**config.mk**
```make
export PLATFORM = sky130hd
export DESIGN_NAME = axis_angle_rotation_matrix
export DESIGN_NICKNAME = d
export VERILOG_FILES = /design/src/rtl/core/aarm_pkg.sv /design/src/rtl/core/aarm_front.sv /design/src/rtl/core/aarm_queue.sv /design/src/rtl/core/aarm_cordic.sv /design/src/rtl/core/aarm_emit.sv /design/src/rtl/core/axis_angle_rotation_matrix.sv
export SDC_FILE = /design/constraint.sdc
export NUM_CORES = 2
export LEC_CHECK = 0
export ABC_AREA = 1
export BUFFER_PORTS_ARGS = -buffer_cell sky130_fd_sc_hd__buf_4
export CORE_AREA = 5 5 421 423
export CTS_BUF_LIST = sky130_fd_sc_hd__clkbuf_4
export DETAILED_ROUTE_END_ITERATION = 7
export DIE_AREA = 0 0 426 428
export PLACE_DENSITY_LB_ADDON = 0.1
export SLEW_MARGIN = 20
export SYNTH_ARGS = -nofsm -noshare
export SYNTH_HDL_FRONTEND = slang
export SYNTH_SLANG_ARGS = --single-unit
```
**constraint.sdc**
```tcl
create_clock -name clk -period 12.92 [get_ports clk]
set_input_delay 0 -clock clk [delete_from_list [all_inputs] [get_ports clk]]
set_output_delay 0 -clock clk [all_outputs]
set_load 0.01 [all_outputs]
```
**src/rtl/core/aarm_pkg.sv**
```systemverilog
// ----------------------------------------------------------------------------
// aarm_pkg
// Shared constants, tables and types of the axis-angle rotation matrix block.
// ----------------------------------------------------------------------------
package aarm_pkg;

	localparam int CORDIC_STEPS_DEF = 16;
	localparam int FRAC_BITS_DEF    = 14;

	localparam logic signed [15:0] ANGLE_LIMIT = 16'sd25736;
	localparam logic signed [15:0] ONE_Q14     = 16'sd16384;

	localparam logic [63:0] PI_Q30      = 64'd3373259426;
	localparam logic [63:0] HALF_PI_Q30 = 64'd1686629713;
	localparam logic [63:0] GAIN_Q30    = 64'd652032874;

	localparam int ATAN_ENTRIES = 24;
	localparam int STEP_W       = $clog2(ATAN_ENTRIES);

	localparam logic [31:0] ATAN_Q30 [ATAN_ENTRIES] = '{
		32'd843314856, 32'd497837829, 32'd263043836, 32'd133525158,
		32'd67021686,  32'd33543515,  32'd16775850,  32'd8388437,
		32'd4194282,   32'd2097149,   32'd1048575,   32'd524287,
		32'd262143,    32'd131071,    32'd65535,     32'd32767,
		32'd16383,     32'd8191,      32'd4095,      32'd2047,
		32'd1023,      32'd511,       32'd255,       32'd127
	};

	typedef enum logic [1:0] {
		EM_IDLE,
		EM_PREP,
		EM_EMIT
	} emit_state_t;

endpackage

```
**src/rtl/core/aarm_front.sv**
```systemverilog
// ----------------------------------------------------------------------------
// aarm_front
// Clamps the angle, brings it to the working format, folds it into
// [-pi/2, pi/2] and flags a zero axis.
// ----------------------------------------------------------------------------
module aarm_front #(
	parameter int FRAC_BITS = aarm_pkg::FRAC_BITS_DEF
) (
	input  logic signed [15:0]          angle,
	input  logic signed [15:0]          axis_x,
	input  logic signed [15:0]          axis_y,
	input  logic signed [15:0]          axis_z,
	output logic signed [FRAC_BITS+2:0] z,
	output logic                        neg,
	output logic                        zero_axis
);

	localparam int CW   = FRAC_BITS + 3;
	localparam int SH_L = (FRAC_BITS >= 13) ? FRAC_BITS - 13 : 0;
	localparam int SH_R = (FRAC_BITS >= 13) ? 0 : 13 - FRAC_BITS;
	localparam logic signed [CW-1:0] PI_W   = CW'(aarm_pkg::PI_Q30 >> (30 - FRAC_BITS));
	localparam logic signed [CW-1:0] HALF_W = CW'(aarm_pkg::HALF_PI_Q30 >> (30 - FRAC_BITS));

	logic signed [15:0]   ang_c;
	logic signed [CW-1:0] z0;

	always_comb begin
		if (angle > aarm_pkg::ANGLE_LIMIT) begin
			ang_c = aarm_pkg::ANGLE_LIMIT;
		end else if (angle < -aarm_pkg::ANGLE_LIMIT) begin
			ang_c = -aarm_pkg::ANGLE_LIMIT;
		end else begin
			ang_c = angle;
		end
		z0 = (CW'(ang_c) <<< SH_L) >>> SH_R;
		// fold into the right half plane, negate sin and cos later
		if (z0 > HALF_W) begin
			z   = z0 - PI_W;
			neg = 1'b1;
		end else if (z0 < -HALF_W) begin
			z   = z0 + PI_W;
			neg = 1'b1;
		end else begin
			z   = z0;
			neg = 1'b0;
		end
	end

	assign zero_axis = (axis_x == 16'sd0) && (axis_y == 16'sd0) && (axis_z == 16'sd0);

endmodule

```
**src/rtl/core/aarm_queue.sv**
```systemverilog
// ----------------------------------------------------------------------------
// aarm_queue
// Two-entry request queue between the front and the back.
// ----------------------------------------------------------------------------
module aarm_queue #(
	parameter int DW = 8
) (
	input  logic          clk,
	input  logic          arst_n,
	input  logic          push,
	input  logic [DW-1:0] wdata,
	output logic          full,
	input  logic          pop,
	output logic [DW-1:0] rdata,
	output logic          not_empty
);

	logic [DW-1:0] mem_q [2];
	logic          wr_q;
	logic          rd_q;
	logic [1:0]    cnt_q;

	always_ff @(posedge clk or negedge arst_n) begin
		if (!arst_n) begin
			wr_q  <= 1'b0;
			rd_q  <= 1'b0;
			cnt_q <= 2'd0;
		end else begin
			if (push) begin
				wr_q <= ~wr_q;
			end
			if (pop) begin
				rd_q <= ~rd_q;
			end
			if (push && !pop) begin
				cnt_q <= cnt_q + 2'd1;
			end else if (pop && !push) begin
				cnt_q <= cnt_q - 2'd1;
			end
		end
	end

	always_ff @(posedge clk) begin
		if (push) begin
			mem_q[wr_q] <= wdata;
		end
	end

	assign rdata     = mem_q[rd_q];
	assign full      = cnt_q[1];
	assign not_empty = (cnt_q != 2'd0);

endmodule

```
**src/rtl/core/aarm_cordic.sv**
```systemverilog
// ----------------------------------------------------------------------------
// aarm_cordic
// Iterative rotation-mode CORDIC, one step per cycle, giving cos and sin.
// ----------------------------------------------------------------------------
module aarm_cordic #(
	parameter int CORDIC_STEPS = aarm_pkg::CORDIC_STEPS_DEF,
	parameter int FRAC_BITS    = aarm_pkg::FRAC_BITS_DEF
) (
	input  logic                        clk,
	input  logic                        arst_n,
	input  logic                        req_valid,
	input  logic signed [FRAC_BITS+2:0] req_z,
	input  logic                        req_neg,
	input  logic signed [15:0]          req_ax,
	input  logic signed [15:0]          req_ay,
	input  logic signed [15:0]          req_az,
	input  logic                        req_zero,
	output logic                        req_take,
	output logic                        res_valid,
	output logic signed [FRAC_BITS+2:0] res_c,
	output logic signed [FRAC_BITS+2:0] res_s,
	output logic signed [15:0]          res_ax,
	output logic signed [15:0]          res_ay,
	output logic signed [15:0]          res_az,
	output logic                        res_zero,
	input  logic                        res_take
);

	localparam int CW = FRAC_BITS + 3;
	localparam int N  = (CORDIC_STEPS < aarm_pkg::ATAN_ENTRIES) ?
		CORDIC_STEPS : aarm_pkg::ATAN_ENTRIES;
	localparam logic signed [CW-1:0] GAIN_W =
		CW'(aarm_pkg::GAIN_Q30 >> (30 - FRAC_BITS));

	logic                       busy_q;
	logic                       done_q;
	logic [aarm_pkg::STEP_W-1:0] i_q;
	logic signed [CW-1:0]       x_q, y_q, z_q;
	logic                       neg_q, zero_q;
	logic signed [15:0]         ax_q, ay_q, az_q;

	logic signed [CW-1:0] dx, dy, da, xn, yn, zn;
	logic                 last_step;

	always_comb begin
		dx = y_q >>> i_q;
		dy = x_q >>> i_q;
		da = CW'(aarm_pkg::ATAN_Q30[i_q] >> (30 - FRAC_BITS));
		if (!z_q[CW-1]) begin
			xn = x_q - dx;
			yn = y_q + dy;
			zn = z_q - da;
		end else begin
			xn = x_q + dx;
			yn = y_q - dy;
			zn = z_q + da;
		end
	end

	assign last_step = (i_q == aarm_pkg::STEP_W'(N - 1));
	assign req_take  = req_valid && !busy_q && (!done_q || res_take);

	always_ff @(posedge clk or negedge arst_n) begin
		if (!arst_n) begin
			busy_q <= 1'b0;
			done_q <= 1'b0;
			i_q    <= '0;
		end else begin
			if (req_take) begin
				busy_q <= 1'b1;
				done_q <= 1'b0;
				i_q    <= '0;
			end else if (busy_q) begin
				i_q <= i_q + 1'b1;
				if (last_step) begin
					busy_q <= 1'b0;
					done_q <= 1'b1;
				end
			end else if (res_take) begin
				done_q <= 1'b0;
			end
		end
	end

	always_ff @(posedge clk) begin
		if (req_take) begin
			x_q    <= GAIN_W;
			y_q    <= '0;
			z_q    <= req_z;
			neg_q  <= req_neg;
			ax_q   <= req_ax;
			ay_q   <= req_ay;
			az_q   <= req_az;
			zero_q <= req_zero;
		end else if (busy_q) begin
			z_q <= zn;
			// apply the half-turn fold on the final step
			if (last_step && neg_q) begin
				x_q <= -xn;
				y_q <= -yn;
			end else begin
				x_q <= xn;
				y_q <= yn;
			end
		end
	end

	assign res_valid = done_q;
	assign res_c     = x_q;
	assign res_s     = y_q;
	assign res_ax    = ax_q;
	assign res_ay    = ay_q;
	assign res_az    = az_q;
	assign res_zero  = zero_q;

endmodule

```
**src/rtl/core/aarm_emit.sv**
```systemverilog
// ----------------------------------------------------------------------------
// aarm_emit
// Builds the matrix from cos, sin and the axis and sends one element a cycle while out_stall is low.
// ----------------------------------------------------------------------------
module aarm_emit #(
	parameter int FRAC_BITS = aarm_pkg::FRAC_BITS_DEF
) (
	input  logic                        clk,
	input  logic                        arst_n,
	input  logic                        res_valid,
	input  logic signed [FRAC_BITS+2:0] res_c,
	input  logic signed [FRAC_BITS+2:0] res_s,
	input  logic signed [15:0]          res_ax,
	input  logic signed [15:0]          res_ay,
	input  logic signed [15:0]          res_az,
	input  logic                        res_zero,
	output logic                        res_take,
	output logic                        out_valid,
	input  logic                        out_stall,
	output logic [1:0]                  row_index,
	output logic [1:0]                  col_index,
	output logic signed [15:0]          element,
	output logic                        last_element
);

	localparam int EW  = FRAC_BITS + 6;
	localparam int RW  = EW + 8;
	localparam int SR  = (FRAC_BITS > 14) ? FRAC_BITS - 14 : 0;
	localparam int SL  = (FRAC_BITS < 14) ? 14 - FRAC_BITS : 0;
	localparam int RSH = (FRAC_BITS > 14) ? FRAC_BITS - 15 : 0;
	localparam logic signed [RW-1:0] RND = (FRAC_BITS > 14) ? (RW'(1) <<< RSH) : '0;
	localparam logic signed [EW-1:0] ONE_W = EW'(1) <<< FRAC_BITS;

	aarm_pkg::emit_state_t state_q, state_d;

	logic signed [EW-1:0] c_q, s_q, tx_q, ty_q, tz_q;
	logic signed [15:0]   ax_q, ay_q, az_q;
	logic                 zero_q;
	logic [3:0]           k_q;
	logic                 out_valid_q;
	logic                 advance, emit_go;

	logic signed [EW-1:0]    t;
	logic signed [EW+15:0]   ptx, pty, ptz, prod1, prod2;
	logic signed [EW-1:0]    ta, p1, p2, sum;
	logic signed [15:0]      ab, sa;
	logic                    add_s, sub_s, add_c, fixed;
	logic signed [15:0]      fixed_v;
	logic signed [RW-1:0]    r;
	logic signed [15:0]      elem_v;

	assign advance = !out_valid_q || !out_stall;

	always_comb begin
		state_d = state_q;
		unique case (state_q)
			aarm_pkg::EM_IDLE: if (res_valid) state_d = aarm_pkg::EM_PREP;
			aarm_pkg::EM_PREP: state_d = aarm_pkg::EM_EMIT;
			aarm_pkg::EM_EMIT: if (advance && k_q == 4'd15) state_d = aarm_pkg::EM_IDLE;
			default:           state_d = aarm_pkg::EM_IDLE;
		endcase
	end

	always_comb begin
		res_take = 1'b0;
		emit_go  = 1'b0;
		unique case (state_q)
			aarm_pkg::EM_IDLE: res_take = res_valid;
			aarm_pkg::EM_PREP: ;
			aarm_pkg::EM_EMIT: emit_go = advance;
			default:           ;
		endcase
	end

	// t*a products for the symmetric part
	always_comb begin
		t   = ONE_W - EW'(c_q);
		ptx = t * ax_q;
		pty = t * ay_q;
		ptz = t * az_q;
	end

	always_comb begin
		ta      = tx_q;
		ab      = ax_q;
		sa      = ax_q;
		add_s   = 1'b0;
		sub_s   = 1'b0;
		add_c   = 1'b0;
		fixed   = 1'b0;
		fixed_v = '0;
		case (k_q) inside
			4'd0:  begin ta = tx_q; ab = ax_q; add_c = 1'b1; end
			4'd1:  begin ta = tx_q; ab = ay_q; sa = az_q; sub_s = 1'b1; end
			4'd2:  begin ta = tx_q; ab = az_q; sa = ay_q; add_s = 1'b1; end
			4'd4:  begin ta = tx_q; ab = ay_q; sa = az_q; add_s = 1'b1; end
			4'd5:  begin ta = ty_q; ab = ay_q; add_c = 1'b1; end
			4'd6:  begin ta = ty_q; ab = az_q; sa = ax_q; sub_s = 1'b1; end
			4'd8:  begin ta = tx_q; ab = az_q; sa = ay_q; sub_s = 1'b1; end
			4'd9:  begin ta = ty_q; ab = az_q; sa = ax_q; add_s = 1'b1; end
			4'd10: begin ta = tz_q; ab = az_q; add_c = 1'b1; end
			4'd15: begin fixed = 1'b1; fixed_v = aarm_pkg::ONE_Q14; end
			default: fixed = 1'b1;
		endcase
		// zero axis: exact identity
		if (zero_q) begin
			fixed = 1'b1;
			if (k_q == 4'd0 || k_q == 4'd5 || k_q == 4'd10 || k_q == 4'd15) begin
				fixed_v = aarm_pkg::ONE_Q14;
			end else begin
				fixed_v = '0;
			end
		end
	end

	always_comb begin
		prod1 = ta * ab;
		prod2 = s_q * sa;
		p1    = EW'(prod1 >>> 14);
		p2    = EW'(prod2 >>> 14);
		sum   = p1;
		if (add_s) begin
			sum = sum + p2;
		end else if (sub_s) begin
			sum = sum - p2;
		end
		if (add_c) begin
			sum = sum + c_q;
		end
		r = ((RW'(sum) + RND) >>> SR) <<< SL;
		if (fixed) begin
			elem_v = fixed_v;
		end else if (r > RW'(32767)) begin
			elem_v = 16'sh7fff;
		end else if (r < -RW'(32768)) begin
			elem_v = 16'sh8000;
		end else begin
			elem_v = r[15:0];
		end
	end

	always_ff @(posedge clk or negedge arst_n) begin
		if (!arst_n) begin
			state_q     <= aarm_pkg::EM_IDLE;
			k_q         <= '0;
			out_valid_q <= 1'b0;
		end else begin
			state_q <= state_d;
			if (res_take) begin
				k_q <= '0;
			end else if (emit_go) begin
				k_q <= k_q + 4'd1;
			end
			if (advance) begin
				out_valid_q <= emit_go;
			end
		end
	end

	always_ff @(posedge clk) begin
		if (res_take) begin
			c_q    <= EW'(res_c);
			s_q    <= EW'(res_s);
			ax_q   <= res_ax;
			ay_q   <= res_ay;
			az_q   <= res_az;
			zero_q <= res_zero;
		end
		if (state_q == aarm_pkg::EM_PREP) begin
			tx_q <= EW'(ptx >>> 14);
			ty_q <= EW'(pty >>> 14);
			tz_q <= EW'(ptz >>> 14);
		end
		if (emit_go) begin
			row_index    <= k_q[3:2];
			col_index    <= k_q[1:0];
			element      <= elem_v;
			last_element <= (k_q == 4'd15);
		end
	end

	assign out_valid = out_valid_q;

endmodule

```
**src/rtl/core/axis_angle_rotation_matrix.sv**
```systemverilog
// An accepted request passes the queue, the CORDIC steps and the sequencer setup state before
//   its first element is valid. Throughput: one element per cycle while out_stall is low;
//   the iterative CORDIC and the sequencer (setup plus sixteen elements) set the matrix rate.
// The CORDIC of the next request runs while the current matrix streams out.
// Reset: arst_n clears the queue, sequencer and valid flags; data registers keep
//   their contents.
// ----------------------------------------------------------------------------
// axis_angle_rotation_matrix
// 4x4 homogeneous rotation matrix from angle and axis by Rodrigues' formula.
// ----------------------------------------------------------------------------
module axis_angle_rotation_matrix #(
	parameter int CORDIC_STEPS = aarm_pkg::CORDIC_STEPS_DEF,
	parameter int FRAC_BITS    = aarm_pkg::FRAC_BITS_DEF
) (
	input  logic               clk,
	input  logic               arst_n,
	input  logic               in_valid,
	output logic               in_stall,
	input  logic signed [15:0] angle,
	input  logic signed [15:0] axis_x,
	input  logic signed [15:0] axis_y,
	input  logic signed [15:0] axis_z,
	output logic               out_valid,
	input  logic               out_stall,
	output logic [1:0]         row_index,
	output logic [1:0]         col_index,
	output logic signed [15:0] element,
	output logic               last_element
);

	localparam int CW = FRAC_BITS + 3;
	localparam int DW = CW + 50;

	logic signed [CW-1:0] f_z;
	logic                 f_neg, f_zero;
	logic                 q_full, q_ne, q_pop;
	logic [DW-1:0]        q_wdata, q_rdata;

	logic signed [CW-1:0] r_c, r_s;
	logic signed [15:0]   r_ax, r_ay, r_az;
	logic                 r_zero, r_valid, r_take;

	aarm_front #(.FRAC_BITS(FRAC_BITS)) u_front (
		.angle(angle), .axis_x(axis_x), .axis_y(axis_y), .axis_z(axis_z),
		.z(f_z), .neg(f_neg), .zero_axis(f_zero)
	);

	assign q_wdata  = {f_z, f_neg, axis_x, axis_y, axis_z, f_zero};
	assign in_stall = q_full;

	aarm_queue #(.DW(DW)) u_queue (
		.clk(clk), .arst_n(arst_n),
		.push(in_valid && !q_full), .wdata(q_wdata), .full(q_full),
		.pop(q_pop), .rdata(q_rdata), .not_empty(q_ne)
	);

	aarm_cordic #(.CORDIC_STEPS(CORDIC_STEPS), .FRAC_BITS(FRAC_BITS)) u_cordic (
		.clk(clk), .arst_n(arst_n),
		.req_valid(q_ne),
		.req_z(q_rdata[DW-1 -: CW]),
		.req_neg(q_rdata[49]),
		.req_ax(q_rdata[48:33]),
		.req_ay(q_rdata[32:17]),
		.req_az(q_rdata[16:1]),
		.req_zero(q_rdata[0]),
		.req_take(q_pop),
		.res_valid(r_valid), .res_c(r_c), .res_s(r_s),
		.res_ax(r_ax), .res_ay(r_ay), .res_az(r_az), .res_zero(r_zero),
		.res_take(r_take)
	);

	aarm_emit #(.FRAC_BITS(FRAC_BITS)) u_emit (
		.clk(clk), .arst_n(arst_n),
		.res_valid(r_valid), .res_c(r_c), .res_s(r_s),
		.res_ax(r_ax), .res_ay(r_ay), .res_az(r_az), .res_zero(r_zero),
		.res_take(r_take),
		.out_valid(out_valid), .out_stall(out_stall),
		.row_index(row_index), .col_index(col_index),
		.element(element), .last_element(last_element)
	);

endmodule

```
Word-level counts from Yosys, hierarchy flattened
Memories as Yosys holds them, arrays and structs flattened.
Index checks and enable logic that the tools add are counted.
Word-level totals
  bits in registers: 283
  RAM bits: 134
  ROM bits: 1024
  bits of input ports: 68
  memories kept: 2
Memories
  (no name shown): depth 32, bits a word 32, rd ports 1, clocked after Yosys merged registers in 0, write ports 0, line aarm_cordic.sv:48  | da = CW'(aarm_pkg::ATAN_Q30[i_q] >> (30 - FRAC_BITS));
  u_queue.mem_q: depth 2, bits a word 67, rd ports 1, clocked after Yosys merged registers in 0, write ports 1, line aarm_queue.sv:18  | logic [DW-1:0] mem_q [2];
Operators by class
  add/subtract/negate cells: 18
  multipliers: 5
  order comparisons: 7
  eq/ne operators: 15
  shifts and indexed selects: 2
  multiplexer cells: 112
  bitwise operators: 3
  reduce and logical (&&, ||, !) cells: 33
Operators by type and width (count)
  two-way mux 16 bit: 31
  two-way mux 20 bit: 12
  two-way mux 17 bit: 9
  multiplier 18 x 16 -> 34 bit: 3
  two-way mux 32 bit: 2
  adder 17 bit: 3
  subtractor 17 bit: 3
  zero test 16 bit: 3
  two-way mux 1 bit: 47
  multiplier 20 x 16 -> 34 bit: 1
  negation 17 bit: 2
  >>> shifter 17 x 5 -> 17 bit: 2
  multiplier 17 x 16 -> 33 bit: 1
  two-way mux 15 bit: 2
  adder 20 x 17 -> 20 bit: 1
  adder 20 bit: 1
  greater-than comparator 20 x 16 -> 1 bit, second input constant: 1
  less-than comparator 20 x 16 -> 1 bit, second input constant: 1
  subtractor 20 bit: 1
  subtractor 16 x 17 -> 18 bit, first input constant: 1
  adder 17 bit, second input constant: 1
  greater-than comparator 17 x 16 -> 1 bit, second input constant: 1
  less-than comparator 17 x 16 -> 1 bit, second input constant: 1
  subtractor 17 bit, second input constant: 1
  other kinds (31): 64

Logic depth before layout (Yosys ltp)
  depth in word-level cells: 20
  depth in mapped cells: 72

Hierarchy
Synthesis repeated with hierarchy kept, for this count alone.
Unflattened totals
  cell total of the unflattened synthesis: 9354
  area total of the unflattened synthesis: 79103.4 um^2
Modules (own cells, without submodules)
  aarm_emit: instances 1, cells each 7347, area each 62417.4 um^2
  aarm_cordic: instances 1, cells each 1438, area each 9825.7 um^2
  aarm_queue: instances 1, cells each 233, area each 5128.7 um^2
  aarm_front: instances 1, cells each 334, area each 1721.7 um^2
  axis_angle_rotation_matrix: instances 1, cells each 2, area each 10.0 um^2

Worst setup path after synthesis
Ideal clock, no wire load.
  path type: register to register
  start point: register u_emit.k_q[0]
  end point: register u_emit.element[0], data pin
  data arrival time: 10.780 ns
  required time: 12.661 ns
  setup slack: 1.882 ns
  stages on the path, launching flop included: 61
  buffers on the path: 3
  clock period less this slack: 11.038 ns
  cell sequence: dfrtp_1 > inv_1 > ha_1 > nand3_2 > buf_2 > nand2_1 > nand2_1 > inv_1 > clkbuf_1 > o22ai_1 > inv_1 > o22ai_1 > clkinv_1 > nand2_1 > fa_1 > fa_1 > fa_1 > fa_1 > [25 not listed] > o21bai_1 > nand3_1 > o21bai_1 > nand2_1 > nand2_1 > a21oi_1 > nor2_1 > nor2_1 > nor2_1 > nor2_1 > xnor2_1 > or2_2 > nand2_1 > nand2_1 > nand2_4 > inv_4 > nand2_4 > o21ai_2
Between the ends
  word-level cells in the longest chain between the ends: 20
  elaborated cells on any way between the ends: 91
Ends and longest elaborated chain
  start, declared: line aarm_emit.sv:39  | logic [3:0] k_q;
  start signal, assigned: line aarm_emit.sv:152  | k_q <= k_q + 4'd1;
  == test 4 bit (no source line)
  two-way mux 20 bit / two-way mux 16 bit (equally long branches) (9 in a row): line aarm_emit.sv:92  | case (k_q) inside
  multiplier 20 x 16 -> 34 bit: line aarm_emit.sv:117  | prod1 = ta * ab;
  subtractor 20 bit: line aarm_emit.sv:125  | sum = sum - p2;
  two-way mux 20 bit: line aarm_emit.sv:124  | end else if (sub_s) begin
  two-way mux 20 bit: line aarm_emit.sv:122  | if (add_s) begin
  adder 20 x 17 -> 20 bit: line aarm_emit.sv:128  | sum = sum + c_q;
  two-way mux 20 bit: line aarm_emit.sv:127  | if (add_c) begin
  less-than comparator 20 x 16 -> 1 bit: line aarm_emit.sv:135  | end else if (r < -RW'(32768)) begin
  two-way mux 16 bit: line aarm_emit.sv:135
  two-way mux 16 bit: line aarm_emit.sv:133  | end else if (r > RW'(32767)) begin
  two-way mux 16 bit (*): line aarm_emit.sv:131  | if (fixed) begin
  end signal, assigned: line aarm_emit.sv:177  | element <= elem_v;
  end, declared: line aarm_emit.sv:22  | output logic signed [15:0] element,
Mark *: on every way between the ends. The rest lies on a longest branch, timed or not.
A chain may end at the register's enable or synchronous reset.

Worst setup path after layout
  start point: register u_emit.k_q[1]
  end point: register u_emit.element[5], data pin
The elaborated chain is that of the path after synthesis.

==> impl_metrics.py <==
metrics = {
    "job": {
        "drv_cap": 0,
    },
    "sta": {
        "setup_slack_ns": 0.773,
        "fin_crit_sh": 0.940,
        "relSlewSlack": 0.302,
        "fmax_mhz": 82.3,
        "setup_viol": 0,
        "report.final.slew_viol_count": 0,
        "finalHoldViolCount": 0,
        "period_needed_ns": 12.15,
        "tightest_slew_ns": 1.05,
        "clock_skew_ns": 0.136,
    },
    "floorplan": {
        "core_mm2": 0.173,
        "initial_core_util": 0.446,
        "die-area_mm2": 0.182,
        "die_h_um": 428,
        "io_pins": 91,
        "die_x_um": 426,
        "rows": 153,
    },
    "synth": {
        "ys_seq_elements": 415,
        "seq_area_frac_synth": 0.156,
        "syn_area_mm2": 0.0772,
        "synth_edf_count": 363,
        "syn-instance-count": 9097,
        "synth_area_leaders": "fa_1, edfxtp_1, inv_1",
        "mappedNetlistNets": 11156,
        "synth_top_area_cell": "fa_1",
        "synth_area_per_cell_um2": 8.48,
        "async_flop_share": 0.0434,
        "synth_cell_types": 66,
        "synth_flop_cell": "edfxtp_1",
        "synth.top_cell.area_share": 0.376,
        "ys_warn_count": 0,
    },
    "worst_setup_path": {
        "crit_top_cell": "nand2_1",
        "arrival_ns": 12.92,
        "r2r_slack_ns": 0.77,
        "path_buf_inv": 21,
        "crit_family": "adder cells",
        "cp_slowest_cell": "o41ai_1",
        "cp.required_ns": 13.70,
        "path_max_fanout": 19,
        "path_class": "register to register",
        "cpPeakStageDelay_ns": 0.58,
        "rr_endpoint": "u_emit.element[5]",
        "r2r_start": "u_emit.k_q[1]",
        "rr_worst_depth": 67,
        "startpoint_type": "register",
        "crit_path_end_kind": "register",
    },
    "global_route": {
        "track_usage": 0.287,
        "antenna_found_initial": 18,
        "grt_pass1_wl_um": 397000,
        "overflow": 0,
        "grt_pass1_vias": 65142,
        "grt_max_degree": 69,
    },
    "place": {
        "place_hpwl_um": 208000,
        "io_buffers": 90,
        "dpl_worst_slack_ns": 0.312,
        "gp_congestion": 0.965,
    },
    "layout": {
        "final_common_cell": "inv_1",
        "drive_gt1_frac": 0.0710,
        "num-fill-cells": 16978,
        "final_cell_mix": "inv_1, nand2_1, fa_1",
        "final_nets": 11458,
        "areaGrowthSynthToFinish_pct": 9.79,
    },
    "routing": {
        "post-route-drc-count": 0,
        "vias_per_cell": 5.22,
        "drtIter0Drc": 4694,
        "postRouteAntennaNets": 0,
        "finalWirelength_um": 259000,
        "via_count": 61757,
        "first_pass_iters": 8,
        "wl_per_cell_um": 21.9,
    },
    "outcome": {
        "status": "finished, final reports clean",
    },
    "min_path": {
        "hold_depth": 5,
        "worstHoldStart": "axis_z[6]",
        "hold_path.class": "input pin to register",
        "min_to": "u_queue.mem_q[0][0]",
    },
    "clock_tree": {
        "clockBufferDepth": 3,
        "cts_sinks": 415,
        "cts_made_buffers": 114,
        "clk_pin_slew_worst_paths_ns": 0.06,
        "clock_latency_ns": 1.15,
        "cts_tree": "yes",
        "clockRootBuffer": "clkbuf_4",
        "cts_max_level": 3,
    },
}
-- through the flow --
step	hold slack [ns]	setup TNS [ns]	util	std cells	cell area, µm²
floorplan	-0.296	0	-	9097	77200
finish	0.133	0	0.490	11828	84700
detailed placement	-0.0691	0	0.469	11431	81200
CTS	0.0110	0	0.487	11787	84300
global route	0.0794	-0.168	0.490	11820	84700
global placement	-0.0714	0	0.469	11431	81200
-- cells in the mapped netlist, types with 15 or more instances --
| master | instances |
|---|---|
| nand3_1 | 147 |
| ha_1 | 540 |
| dfrtp_1 | 18 |
| fa_1 | 1451 |
| a21oi_1 | 327 |
| o22ai_1 | 76 |
| inv_2 | 15 |
| o31ai_1 | 22 |
| nor4_1 | 29 |
| nand4_1 | 36 |
| o211ai_1 | 52 |
| o21ai_0 | 254 |
| clkinv_1 | 30 |
| buf_1 | 15 |
| xor2_1 | 187 |
| nand2_2 | 40 |
| clkbuf_1 | 262 |
| inv_1 | 2198 |
| a31oi_1 | 41 |
| a21o_1 | 22 |
| nor2_1 | 791 |
| nor3_1 | 53 |
| or2_2 | 21 |
| o21bai_1 | 29 |
| dfxtp_1 | 34 |
| nand2_1 | 1794 |
| o221ai_1 | 23 |
| edfxtp_1 | 363 |
| xnor2_1 | 104 |
-- area by class of cell --
class / count / area, µm² / area share
Timing Repair inverter: 3 / 17.5 / 0.000207
Clock inverter: 43 / 342 / 0.00403
Sequential cell: 415 / 12000 / 0.142
Multi-Input combinational cell: 6151 / 55800 / 0.658
Antenna cell: 13 / 32.5 / 0.000384
Inverter: 2246 / 8500 / 0.100
Clock buffer: 164 / 1230 / 0.0145
Tap cell: 2325 / 2910 / 0.0343
Timing Repair Buffer: 468 / 3900 / 0.0460
-- how the worst max path moves through the flow --
stage,startpoint,to,cells past startpoint
after detailed placement,u_emit.k_q[1],u_emit.element[8],64
after global routing,u_emit.k_q[1],u_emit.element[5],65
after floorplan,u_emit.k_q[0],u_emit.element[0],60
after global placement,u_emit.k_q[1],u_emit.element[0],64
final,u_emit.k_q[1],u_emit.element[5],67
after CTS,u_emit.k_q[1],u_emit.element[4],64
-- per-layer routing --
metal | GRT usage | up-vias | wire length, µm
met1 | 0.395 | 30989 | 111000
met4 | 0.111 | 6 | 11600
met2 | 0.454 | 2166 | 117000
met3 | 0.0490 | 473 | 18900
met5 | 0 | - | 33
li1 | - | 28123 | -
-- kinds of logic (layout without fill, tap and decap cells) --
| group | count (synthesis) | after routing | share of synthesized area |
|---|---|---|---|
| fa+ha+maj | 1991 | 1991 | 0.464 |
| xor+xnor | 291 | 291 | 0.0330 |
| compound gates | 914 | 914 | 0.0693 |
| other cells | 0 | 13 | 0 |
| simple gates | 2949 | 2949 | 0.154 |
| mux | 6 | 6 | 0.000778 |
| flops | 415 | 415 | 0.156 |
| buf+inv | 2531 | 2924 | 0.123 |
-- sequential cells by signal, indices dropped and copies added, names as in the netlist, 17 cells and up --
signal,count
u_cordic.res_c,17
u_cordic.res_s,17
u_cordic.z_q,17
u_emit.c_q,17
u_emit.s_q,17
u_emit.tx_q,20
u_emit.ty_q,20
u_emit.tz_q,20
u_queue.mem_q,132
-- timing repair --
item / 4_1_cts / 5_1_grt
hold buffers: 149 / 0
endpoints found under the hold margin: 312 / 0
endpoints found under the setup margin: 0 / 16
setup buffers: 0 / 25
gates resized for setup: 0 / 55
-- worst reg2reg max path: cells and delay by family, from the launching register on --
kind                       cells  cell delay, ns
xor gates and xnor gates       2            0.52
and+or+nand+nor               30            3.26
DFF                            1            0.43
buffers and inverters         21            1.98
adders and majority gates     10            4.51
AOI/OAI and AO/OA              4            1.15
Power is left out: the tool's default activity adds up to more than one toggle a clock period on the data nets, which glitch-free logic cannot reach.
